**config.mk**
```make
export PLATFORM = sky130hd
export DESIGN_NAME = speculative_csv_quote_parser_core
export DESIGN_NICKNAME = d
export VERILOG_FILES = /design/src/rtl/csvq_pkg.sv /design/src/rtl/csvq_apb_regs.sv /design/src/rtl/csvq_classify.sv /design/src/rtl/csvq_lane_step.sv /design/src/rtl/speculative_csv_quote_parser_core.sv
export SDC_FILE = /design/constraint.sdc
export NUM_CORES = 1
export LEC_CHECK = 0
export BUFFER_PORTS_ARGS = -buffer_cell sky130_fd_sc_hd__buf_2
export CAP_MARGIN = 20
export CORE_MARGIN = 2
export CORE_UTILIZATION = 48
export CTS_CLUSTER_DIAMETER = 100
export DETAILED_ROUTE_END_ITERATION = 16
export GPL_TIMING_DRIVEN = 1
export MAX_ROUTING_LAYER = met4
export PLACE_DENSITY_LB_ADDON = 0.05
export REMOVE_ABC_BUFFERS = 1
export SETUP_SLACK_MARGIN = 0.3
export SYNTH_ARGS = -nofsm -noshare
export SYNTH_HDL_FRONTEND = slang
export SYNTH_SLANG_ARGS = --single-unit
```
**constraint.sdc**
```tcl
create_clock -name clk_i -period 2.35 [get_ports clk_i]
set_input_delay 0.47 -clock clk_i [delete_from_list [all_inputs] [get_ports clk_i]]
set_output_delay 0.47 -clock clk_i [all_outputs]
set_load 0.02 [all_outputs]
```
**src/rtl/csvq_pkg.sv**
```systemverilog
// ============================================================================
// csvq_pkg - shared types and constants of the CSV quote parser
// Quote DFA transition function, byte classes, register map, beat layout.
// ============================================================================
`default_nettype none

package csvq_pkg;

  localparam int unsigned NUM_LANES = 4;

  typedef logic [2:0] dfa_state_t;

  // DFA states; a lane in DEAD_STATE stays there and gives no marks.
  localparam dfa_state_t DFA_S0     = 3'd0;
  localparam dfa_state_t DFA_S1     = 3'd1;
  localparam dfa_state_t DFA_S2     = 3'd2;
  localparam dfa_state_t DFA_S3     = 3'd3;
  localparam dfa_state_t DEAD_STATE = 3'd4;

  // Byte classes (DFA input symbols)
  typedef enum logic [1:0] {
    SYM_DELIM = 2'd0,
    SYM_QUOTE = 2'd1,
    SYM_OTHER = 2'd2
  } sym_e;

  // Register index (paddr word offset)
  typedef enum logic [1:0] {
    REG_FIELD_DELIM  = 2'd0,
    REG_RECORD_DELIM = 2'd1,
    REG_QUOTE_CHAR   = 2'd2
  } reg_idx_e;

  localparam logic [7:0] FIELD_DELIM_RST  = 8'd44;
  localparam logic [7:0] RECORD_DELIM_RST = 8'd10;
  localparam logic [7:0] QUOTE_CHAR_RST   = 8'd34;

  typedef struct packed {
    logic [7:0] field_delim;
    logic [7:0] record_delim;
    logic [7:0] quote_char;
  } cfg_t;

  typedef struct packed {
    sym_e sym;
    logic is_field;
    logic is_record;
  } byte_class_t;

  typedef struct packed {
    dfa_state_t state;     // state after the byte, DEAD_STATE if dead
    logic       quoted;    // quote flag after the byte
    logic       unquoted;  // lane alive and outside quotes: may mark
  } lane_res_t;

  // Result beat, lowest field in the lowest bits
  typedef struct packed {
    logic             pad;
    logic             chain_error;
    logic [15:0]      block_number;
    dfa_state_t       end_state_lane3;
    dfa_state_t       end_state_lane2;
    dfa_state_t       end_state_lane1;
    dfa_state_t       end_state_lane0;
    logic             record_mark_chosen;
    logic             field_mark_chosen;
    logic [3:0]       record_marks;
    logic [3:0]       field_marks;
  } out_beat_t;

  function automatic dfa_state_t dfa_next(dfa_state_t s, sym_e sym);
    dfa_state_t n;
    n = DEAD_STATE;
    unique case (s)
      DFA_S0: begin
        unique case (sym)
          SYM_DELIM: n = DFA_S0;
          SYM_QUOTE: n = DFA_S3;
          default:   n = DFA_S1;
        endcase
      end
      DFA_S1: begin
        unique case (sym)
          SYM_DELIM: n = DFA_S0;
          default:   n = DFA_S1;
        endcase
      end
      DFA_S2: begin
        unique case (sym)
          SYM_DELIM: n = DFA_S0;
          SYM_QUOTE: n = DFA_S3;
          default:   n = DEAD_STATE;
        endcase
      end
      DFA_S3: begin
        unique case (sym)
          SYM_QUOTE: n = DFA_S2;
          default:   n = DFA_S3;
        endcase
      end
      default: n = DEAD_STATE;
    endcase
    return n;
  endfunction

endpackage

`default_nettype wire

```
**src/rtl/csvq_apb_regs.sv**
```systemverilog
// ============================================================================
// csvq_apb_regs - configuration registers
// Delimiter and quote byte registers behind a simple APB slave.
// ============================================================================
`default_nettype none

module csvq_apb_regs (
  input  wire logic              clk_i,
  input  wire logic              rst_ni,
  input  wire logic              psel,
  input  wire logic              penable,
  input  wire logic              pwrite,
  input  wire logic [3:0]        paddr,
  input  wire logic [31:0]       pwdata,
  output logic [31:0]            prdata,
  output logic                   pready,
  output csvq_pkg::cfg_t         cfg_o
);
  import csvq_pkg::*;

  cfg_t     cfg_q;
  reg_idx_e idx;
  logic     wr_en;

  assign idx    = reg_idx_e'(paddr[3:2]);
  assign pready = 1'b1;
  assign wr_en  = psel && penable && pwrite && pready;

  always_ff @(posedge clk_i or negedge rst_ni) begin
    if (!rst_ni) begin
      cfg_q.field_delim  <= FIELD_DELIM_RST;
      cfg_q.record_delim <= RECORD_DELIM_RST;
      cfg_q.quote_char   <= QUOTE_CHAR_RST;
    end else if (wr_en) begin
      unique case (idx)
        REG_FIELD_DELIM:  cfg_q.field_delim  <= pwdata[7:0];
        REG_RECORD_DELIM: cfg_q.record_delim <= pwdata[7:0];
        REG_QUOTE_CHAR:   cfg_q.quote_char   <= pwdata[7:0];
        default: ;  // unmapped word, write dropped
      endcase
    end
  end

  always_comb begin
    prdata = 32'd0;
    unique case (idx)
      REG_FIELD_DELIM:  prdata = {24'd0, cfg_q.field_delim};
      REG_RECORD_DELIM: prdata = {24'd0, cfg_q.record_delim};
      REG_QUOTE_CHAR:   prdata = {24'd0, cfg_q.quote_char};
      default:          prdata = 32'd0;
    endcase
  end

  assign cfg_o = cfg_q;

endmodule

`default_nettype wire

```
**src/rtl/csvq_classify.sv**
```systemverilog
// ============================================================================
// csvq_classify - byte classifier
// Maps a byte to its DFA symbol; field delimiter wins over record, then quote.
// ============================================================================
`default_nettype none

module csvq_classify (
  input  wire logic [7:0]            byte_i,
  input  wire csvq_pkg::cfg_t        cfg_i,
  output csvq_pkg::byte_class_t      cls_o
);
  import csvq_pkg::*;

  logic hit_field, hit_record, hit_quote;

  assign hit_field  = (byte_i == cfg_i.field_delim);
  assign hit_record = (byte_i == cfg_i.record_delim);
  assign hit_quote  = (byte_i == cfg_i.quote_char);

  always_comb begin
    cls_o.is_field  = hit_field;
    cls_o.is_record = !hit_field && hit_record;
    priority if (hit_field || hit_record) begin
      cls_o.sym = SYM_DELIM;
    end else if (hit_quote) begin
      cls_o.sym = SYM_QUOTE;
    end else begin
      cls_o.sym = SYM_OTHER;
    end
  end

endmodule

`default_nettype wire

```
**src/rtl/csvq_lane_step.sv**
```systemverilog
// ============================================================================
// csvq_lane_step - one DFA lane, one byte
// Next state, quote flag and mark permission of a single speculative lane.
// ============================================================================
`default_nettype none

module csvq_lane_step (
  input  wire csvq_pkg::dfa_state_t  state_i,
  input  wire logic                  quoted_i,
  input  wire csvq_pkg::sym_e        sym_i,
  output csvq_pkg::lane_res_t        res_o
);
  import csvq_pkg::*;

  logic       live;
  dfa_state_t nxt;

  assign live = (state_i < DEAD_STATE);
  assign nxt  = dfa_next(state_i, sym_i);

  always_comb begin
    res_o.state    = DEAD_STATE;
    res_o.quoted   = quoted_i;
    res_o.unquoted = 1'b0;
    if (live) begin
      res_o.state = nxt;
      // entering S3 opens a quote, entering S2 closes it
      if (nxt == DFA_S3) begin
        res_o.quoted = 1'b1;
      end else if (nxt == DFA_S2) begin
        res_o.quoted = 1'b0;
      end
      res_o.unquoted = !res_o.quoted;
    end
  end

endmodule

`default_nettype wire

```
**src/rtl/speculative_csv_quote_parser_core.sv**
```systemverilog
// ============================================================================
// speculative_csv_quote_parser_core - speculative four-lane CSV quote parser
// Runs the quote DFA from all four start states per block, marks delimiters
// per lane and along the chained start state, reports lane end states.
// ============================================================================
//
//  channel  | dir | signals                          | payload
//  ---------+-----+----------------------------------+---------------------------
//  s_axis   | in  | tvalid/tready/tdata[7:0]/tlast   | data_byte, last_in_block
//  m_axis   | out | tvalid/tready/tdata[39:0]/tlast  | marks, end states, block_end
//  apb      | in  | psel/penable/pwrite/paddr[3:0]   | delimiter/quote registers
//
//  One byte per cycle sustained while m_axis takes its results; a byte's
//  result passes the input register, then the result register, to m_axis.
//  The lane step is a table lookup and two compares; chaining only needs the
//  lane end states of the byte in flight, so no stall is ever self-inflicted.
//  Reset: lanes restart in states 0..3, chain starts in 0, block count 0,
//  registers at comma / newline / double quote.
//  A stalled m_axis holds its result; s_axis keeps taking one byte while the
//  held result waits, then backs off.
// ============================================================================
`default_nettype none

module speculative_csv_quote_parser_core (
  input  wire logic        clk_i,
  input  wire logic        rst_ni,
  // byte stream in
  input  wire logic        s_axis_tvalid,
  output logic             s_axis_tready,
  input  wire logic [7:0]  s_axis_tdata,   // [7:0] data_byte
  input  wire logic        s_axis_tlast,   // last_in_block
  // result stream out
  output logic             m_axis_tvalid,
  input  wire logic        m_axis_tready,
  output logic [39:0]      m_axis_tdata,   // [3:0] field_marks, [7:4] record_marks,
                                           // [8] field_mark_chosen,
                                           // [9] record_mark_chosen,
                                           // [12:10] end_state_lane0,
                                           // [15:13] end_state_lane1,
                                           // [18:16] end_state_lane2,
                                           // [21:19] end_state_lane3,
                                           // [37:22] block_number,
                                           // [38] chain_error, [39] zero
  output logic             m_axis_tlast,   // block_end
  // configuration
  input  wire logic        psel,
  input  wire logic        penable,
  input  wire logic        pwrite,
  input  wire logic [3:0]  paddr,
  input  wire logic [31:0] pwdata,
  output logic [31:0]      prdata,
  output logic             pready
);
  import csvq_pkg::*;

  cfg_t cfg;

  csvq_apb_regs u_regs (
    .clk_i   (clk_i),
    .rst_ni  (rst_ni),
    .psel    (psel),
    .penable (penable),
    .pwrite  (pwrite),
    .paddr   (paddr),
    .pwdata  (pwdata),
    .prdata  (prdata),
    .pready  (pready),
    .cfg_o   (cfg)
  );

  // --------------------------------------------------------------------------
  // Input register
  // --------------------------------------------------------------------------
  logic       in_valid_q;
  logic [7:0] in_byte_q;
  logic       in_last_q;
  logic       out_valid_q;
  logic       advance;

  // the byte in the input register moves on when the result slot is empty or its result is being taken
  assign advance       = in_valid_q && (!out_valid_q || m_axis_tready);
  assign s_axis_tready = !in_valid_q || advance;

  always_ff @(posedge clk_i or negedge rst_ni) begin
    if (!rst_ni) begin
      in_valid_q <= 1'b0;
    end else if (s_axis_tready) begin
      in_valid_q <= s_axis_tvalid;
    end
  end

  always_ff @(posedge clk_i) begin
    if (s_axis_tvalid && s_axis_tready) begin
      in_byte_q <= s_axis_tdata;
      in_last_q <= s_axis_tlast;
    end
  end

  // --------------------------------------------------------------------------
  // Classify and step all four lanes
  // --------------------------------------------------------------------------
  byte_class_t cls;

  csvq_classify u_classify (
    .byte_i (in_byte_q),
    .cfg_i  (cfg),
    .cls_o  (cls)
  );

  dfa_state_t lane_state_q [NUM_LANES];
  logic       quoted_q     [NUM_LANES];
  lane_res_t  lane_res     [NUM_LANES];
  logic [1:0] chosen_start_q;
  logic [15:0] block_counter_q;

  logic [NUM_LANES-1:0] fmarks, rmarks;

  for (genvar k = 0; k < NUM_LANES; k++) begin : g_lane
    csvq_lane_step u_step (
      .state_i  (lane_state_q[k]),
      .quoted_i (quoted_q[k]),
      .sym_i    (cls.sym),
      .res_o    (lane_res[k])
    );
    assign fmarks[k] = cls.is_field  && lane_res[k].unquoted;
    assign rmarks[k] = cls.is_record && lane_res[k].unquoted;
  end

  // chaining: end state of the chosen lane picks the next block's start, state 0 if it is dead
  dfa_state_t chosen_end;
  logic       chain_dead;

  assign chosen_end = lane_res[chosen_start_q].state;
  assign chain_dead = (chosen_end >= DEAD_STATE);

  always_ff @(posedge clk_i or negedge rst_ni) begin
    if (!rst_ni) begin
      for (int k = 0; k < NUM_LANES; k++) begin
        lane_state_q[k] <= dfa_state_t'(k);
        quoted_q[k]     <= 1'b0;
      end
      chosen_start_q  <= 2'd0;
      block_counter_q <= 16'd0;
    end else if (advance) begin
      if (in_last_q) begin
        // block done: restart speculation in every start state
        for (int k = 0; k < NUM_LANES; k++) begin
          lane_state_q[k] <= dfa_state_t'(k);
          quoted_q[k]     <= 1'b0;
        end
        chosen_start_q  <= chain_dead ? 2'd0 : chosen_end[1:0];
        block_counter_q <= block_counter_q + 16'd1;
      end else begin
        for (int k = 0; k < NUM_LANES; k++) begin
          lane_state_q[k] <= lane_res[k].state;
          quoted_q[k]     <= lane_res[k].quoted;
        end
      end
    end
  end

  // --------------------------------------------------------------------------
  // Result register
  // --------------------------------------------------------------------------
  out_beat_t beat_d, out_q;
  logic      out_last_q;

  always_comb begin
    beat_d                    = '0;
    beat_d.field_marks        = fmarks;
    beat_d.record_marks       = rmarks;
    beat_d.field_mark_chosen  = fmarks[chosen_start_q];
    beat_d.record_mark_chosen = rmarks[chosen_start_q];
    beat_d.block_number       = block_counter_q;
    if (in_last_q) begin
      beat_d.end_state_lane0 = lane_res[0].state;
      beat_d.end_state_lane1 = lane_res[1].state;
      beat_d.end_state_lane2 = lane_res[2].state;
      beat_d.end_state_lane3 = lane_res[3].state;
      beat_d.chain_error     = chain_dead;
    end
  end

  always_ff @(posedge clk_i or negedge rst_ni) begin
    if (!rst_ni) begin
      out_valid_q <= 1'b0;
    end else if (advance) begin
      out_valid_q <= 1'b1;
    end else if (m_axis_tready) begin
      out_valid_q <= 1'b0;
    end
  end

  always_ff @(posedge clk_i) begin
    if (advance) begin
      out_q      <= beat_d;
      out_last_q <= in_last_q;
    end
  end

  assign m_axis_tvalid = out_valid_q;
  assign m_axis_tdata  = out_q;
  assign m_axis_tlast  = out_last_q;

  // --------------------------------------------------------------------------
  // Assertions
  // --------------------------------------------------------------------------
  a_err_only_at_end: assert property (@(posedge clk_i) disable iff (!rst_ni)
    out_valid_q && out_q.chain_error |-> out_last_q)
    else $error("chain_error outside block end");

  a_dead_chain_restart: assert property (@(posedge clk_i) disable iff (!rst_ni)
    advance && in_last_q && chain_dead |=> chosen_start_q == 2'd0)
    else $error("dead chain did not restart in state 0");

  a_block_count: assert property (@(posedge clk_i) disable iff (!rst_ni)
    advance && in_last_q |=> block_counter_q == 16'($past(block_counter_q) + 16'd1))
    else $error("block counter not advanced at block end");

  a_end_states_zero: assert property (@(posedge clk_i) disable iff (!rst_ni)
    out_valid_q && !out_last_q |->
      out_q.end_state_lane0 == 3'd0 && out_q.end_state_lane1 == 3'd0 &&
      out_q.end_state_lane2 == 3'd0 && out_q.end_state_lane3 == 3'd0)
    else $error("end states set outside block end");

  a_lane_range: assert property (@(posedge clk_i) disable iff (!rst_ni)
    lane_state_q[0] <= DEAD_STATE && lane_state_q[1] <= DEAD_STATE &&
    lane_state_q[2] <= DEAD_STATE && lane_state_q[3] <= DEAD_STATE)
    else $error("lane state out of range");

endmodule

`default_nettype wire
```
==> impl.org <==
** Run status
- Run status :: finished, violations left
- Violated checks :: negative setup slack

** Power and ir drop
- LEAKAGE :: about 0.0029 uW
- Power spread over the standard cell area amounts to between 800 and 900 nW/um^2.
- IR analysis of the VDD net gives a maximum drop of 0.000331 V.

** Cells and area
- The number of antenna diodes in the final layout is 0.
- Fraction of layout cells with a size suffix above 1 :: 0.386
- From synthesis to final layout, the design area changed by 25.1%.
- Final net count :: between 600 and 700
- Final design instance area without fill :: ~6500 um^2

** Worst setup path
- Delay of the slowest cell on the worst path :: 0.50 ns
- Worst endpoint data arrival time :: approximately 2.8 ns
- In this run the worst path has a maximum fanout of 5.
- The signal on the critical path passes through xor2_2 -> nor4_4 -> buf_4 -> and2_4 -> nor3_4 -> a2111o_1 -> mux4_2 -> nor2_1.
- Worst path bufs/invs :: 1
- Launching element type of the critical path :: flop
- Family with the most delay on the worst path :: simple AND/OR/NAND/NOR gates
- Number of stages on the worst setup path :: 8
- The worst setup path is captured at a flop.
- Cell with the largest stage delay on the worst path :: mux4_2
- Worst setup path category :: flop to flop
- STA puts the critical path data required time at approximately 2.6 ns.
- Reg2reg path depth :: 8

** Drt
- Post-Route WL :: 11.5 mm
- In this run, the number of DRC markers left after iteration 0 of detailed routing was 204.
- For this run, the detailed router's first-pass iteration total came to 4.
- Dividing the detail-routed wire length by the instance count gives approximately 16 um.
- Number of nets with antenna violations after routing :: 0
- In the routed layout, each cell is associated on average with a via count of 5.20.
- After detailed routing, the number of remaining DRC violations is 0.
- Total vias in the final route :: 3813

** Place
- Number of input and output port buffers inserted :: 75
- Once detailed placement completed, the half-perimeter wirelength came to approximately 8.3 mm.
- Post-detailed-placement cell area :: around 6000 um^2
- Worst slack, placed :: -0.392 ns
- The congestion estimate from routability-driven global placement came to 0.898.

** Clock network
- Clock-pin slew was measured on the worst setup and hold paths at 0.10 ns.
- Number of levels the H-tree was split into :: 3
- CTS Buf Count :: 9
- Insertion delay of the later-clocked pin in the worst-skew pair :: approximately 0.37 ns
- For this design, the CTS-stage hold fixing added 0 buffers.
- TritonCTS built the clock tree.
- Number of sinks on the clock net :: 109
- Maximum buffer depth of the clock tree :: 2
- Root Driver :: clkbuf_8

** Global route
- Aggregate global-route resource usage :: 0.211
- First-pass GRT wire length :: about 18 mm
- Entering global routing, the biggest net connects 61 pins.
- Antenna violations before repair :: 0
- Remaining Overflow, GRT :: 0
- Number of global-route vias before repair :: ~3700

** Yosys
- Seq/Total Area, Yosys :: 0.571
- Synth Cell Area :: 5230 um^2
- Counting flops and latches in the post-synthesis netlist gives 109.
- Gate count of the mapped netlist :: 451
- After synthesis, the share of flip-flops with an asynchronous set or reset is 0.550.
- Count of flip-flops with a built-in enable after synthesis :: 49
- In this run, distinct cell masters in the synthesized netlist total 58.
- Total of warnings raised by yosys :: 0
- Mean cell area of the mapped netlist :: between 10 and 15 um^2
- Among all flip-flop cells after synthesis, the most frequent one is edfxtp_1.

** STA
- Post-route worst setup slack :: -0.164 ns
- Across the routed clock network, the largest skew measured is 0.00911 ns.
- Worst rel slew slack :: 0.540
- Maximum clock frequency :: ~400 MHz
- Total setup violations reported at the end of the flow :: 4
- Dividing the final minimum period by the clock period gives 1.07.
- Setup repair after global routing missed its margin :: yes
- Hold Vio Cnt, Final :: 0
- The total count of max-transition violations in the final report is 0.
- Transition time of the tightest slew-check pin :: roughly 0.69 ns
- Aggregate negative setup slack :: -0.468 ns
- Final period demand of the worst path :: about 2.5 ns

** Floorplan
- During I/O placement, the number of pins put on the boundary was between 100 and 150.
- The floorplan step defined a die boundary enclosing 11700 um^2.
- Die outline height :: between 100 and 150 um
- Effective utilization at floorplan :: 0.486
- Floorplan Core Area :: about 11000 um^2
- # rows :: 38
- Die span in x :: about 110 um

** Run
- Max-cap violations in this run came to 0.

** Min path
- The path class of the tightest hold or removal check is input port to async pin.
-- registers in the layout, indices dropped and copies added, names as in the netlist --
name             count
in_byte_q            8
chosen_start_q       2
u_regs.cfg_o        24
in_valid_q           1
block_counter_q     16
in_last_q            1
m_axis_tlast         1
quoted_q             4
lane_state_q        12
m_axis_tvalid        1
m_axis_tdata        39
-- synth_stat cells (3+ instances only) --
master    number  area (um^2)
dfrtp_1       49         1230
edfxtp_1      49         1470
nor2_1        38          143
nand2_1       33          124
buf_4         26          195
mux2_2        25          282
o21ai_0       23          115
xor2_1        20          175
xnor2_1       19          166
a21oi_1       15         75.1
inv_1         15         56.3
nand3_1       15         75.1
nor3_1        12         60.1
clkbuf_1      11         41.3
dfstp_2       11          289
mux2i_1       10          100
and2_1         5         31.3
nor2b_1        5         31.3
a31oi_1        4         25.0
nand2b_1       4         25.0
nand4_1        4         25.0
a211oi_1       3         22.5
nor4_1         3         18.8
-- worst reg2reg max path: stages, from the launching register on --
cell	delay, ns
edfxtp_1	0.48
xor2_2	0.19
nor4_4	0.31
buf_4	0.16
and2_4	0.15
nor3_4	0.06
a2111o_1	0.43
mux4_2	0.50
nor2_1	0.09
-- power breakdown --
group,switching [uW],total [uW],internal (uW)
registers,300,2650,2350
logic,846,1620,775
clock network,623,1010,391
total,1770,5290,3520
-- per-layer routing --
layer	up-vias	GRT usage	part of all wire	wire, um
li1	1824	-	-	-
met1	1861	0.275	0.44	5090
met2	112	0.339	0.49	5600
met3	16	0.0446	0.048	551
met4	0	0.0559	0.020	228
met5	-	-	0	0
-- placed cells by master, fill, tap and decap left out, drive strengths merged, types with 3 or more instances in the layout --
cell type,n
a31oi,4
a211oi,3
nand4,4
xor2,20
nand2,33
dfstp,11
mux2,25
nor2,38
nor2b,5
dfrtp,49
xnor2,19
a21oi,15
edfxtp,49
o21ai,23
conb,26
nor4,5
mux2i,10
buf,145
nor3,14
and2,5
nand2b,4
clkbuf,11
nand3,15
inv,17
-- metrics by stage --
step / hold WS [ns] / instances / utilization / total power [uW]
2_1_floorplan: 0.174 / 432 / - / 3520
3_3_place_gp: 0.448 / 705 / 0.563 / 4110
3_5_place_dp: 0.453 / 705 / 0.563 / 4150
4_1_cts: 0.0857 / 729 / 0.595 / 5240
5_1_grt: 0.0867 / 733 / 0.608 / 5610
6_report: 0.0994 / 733 / 0.608 / 5290
-- area by class of cell --
cell class | count | area (um^2)
fill | 937 | 4210
sequential | 109 | 2990
multi-input combinational | 308 | 2200
timing repair buffer | 145 | 956
tap | 140 | 175
clock buffer | 11 | 131
inverter | 15 | 56.3
clock inverter | 5 | 36.3
-- cells by family after synthesis --
family                   count (synthesis)  synth area share
multiplexers                            36            0.0773
flip-flops                             109             0.571
adder cells (fa/ha/maj)                  1           0.00239
other                                    2           0.00144
XOR/XNOR                                39            0.0653
AO/OA/AOI/OAI                           75            0.0953
buffers and inverters                   58            0.0641
AND/OR/NAND/NOR                        131             0.123
-- final timing paths --
path | to | slack [ns] | startpoint
worst max-delay path | m_axis_tdata[9] | -0.16 | in_byte_q[5]
worst min-delay path | block_counter_q[6] | 0.1 | rst_ni
worst max register to register | m_axis_tdata[9] | -0.16 | in_byte_q[5]
worst min register to register | m_axis_tvalid | 0.47 | in_valid_q
max in group asynchronous | u_regs.cfg_o[18] | 1.94 | rst_ni
min in group clk_i | in_byte_q[1] | 0.27 | s_axis_tdata[1]
-- what timing repair did --
item	4_1_cts	5_1_grt
pin swaps	7	18
resized for setup	25	19
setup buffers	8	4
setup endpoints to repair	40	43
Note: power is estimated with default switching activity, not from simulation.
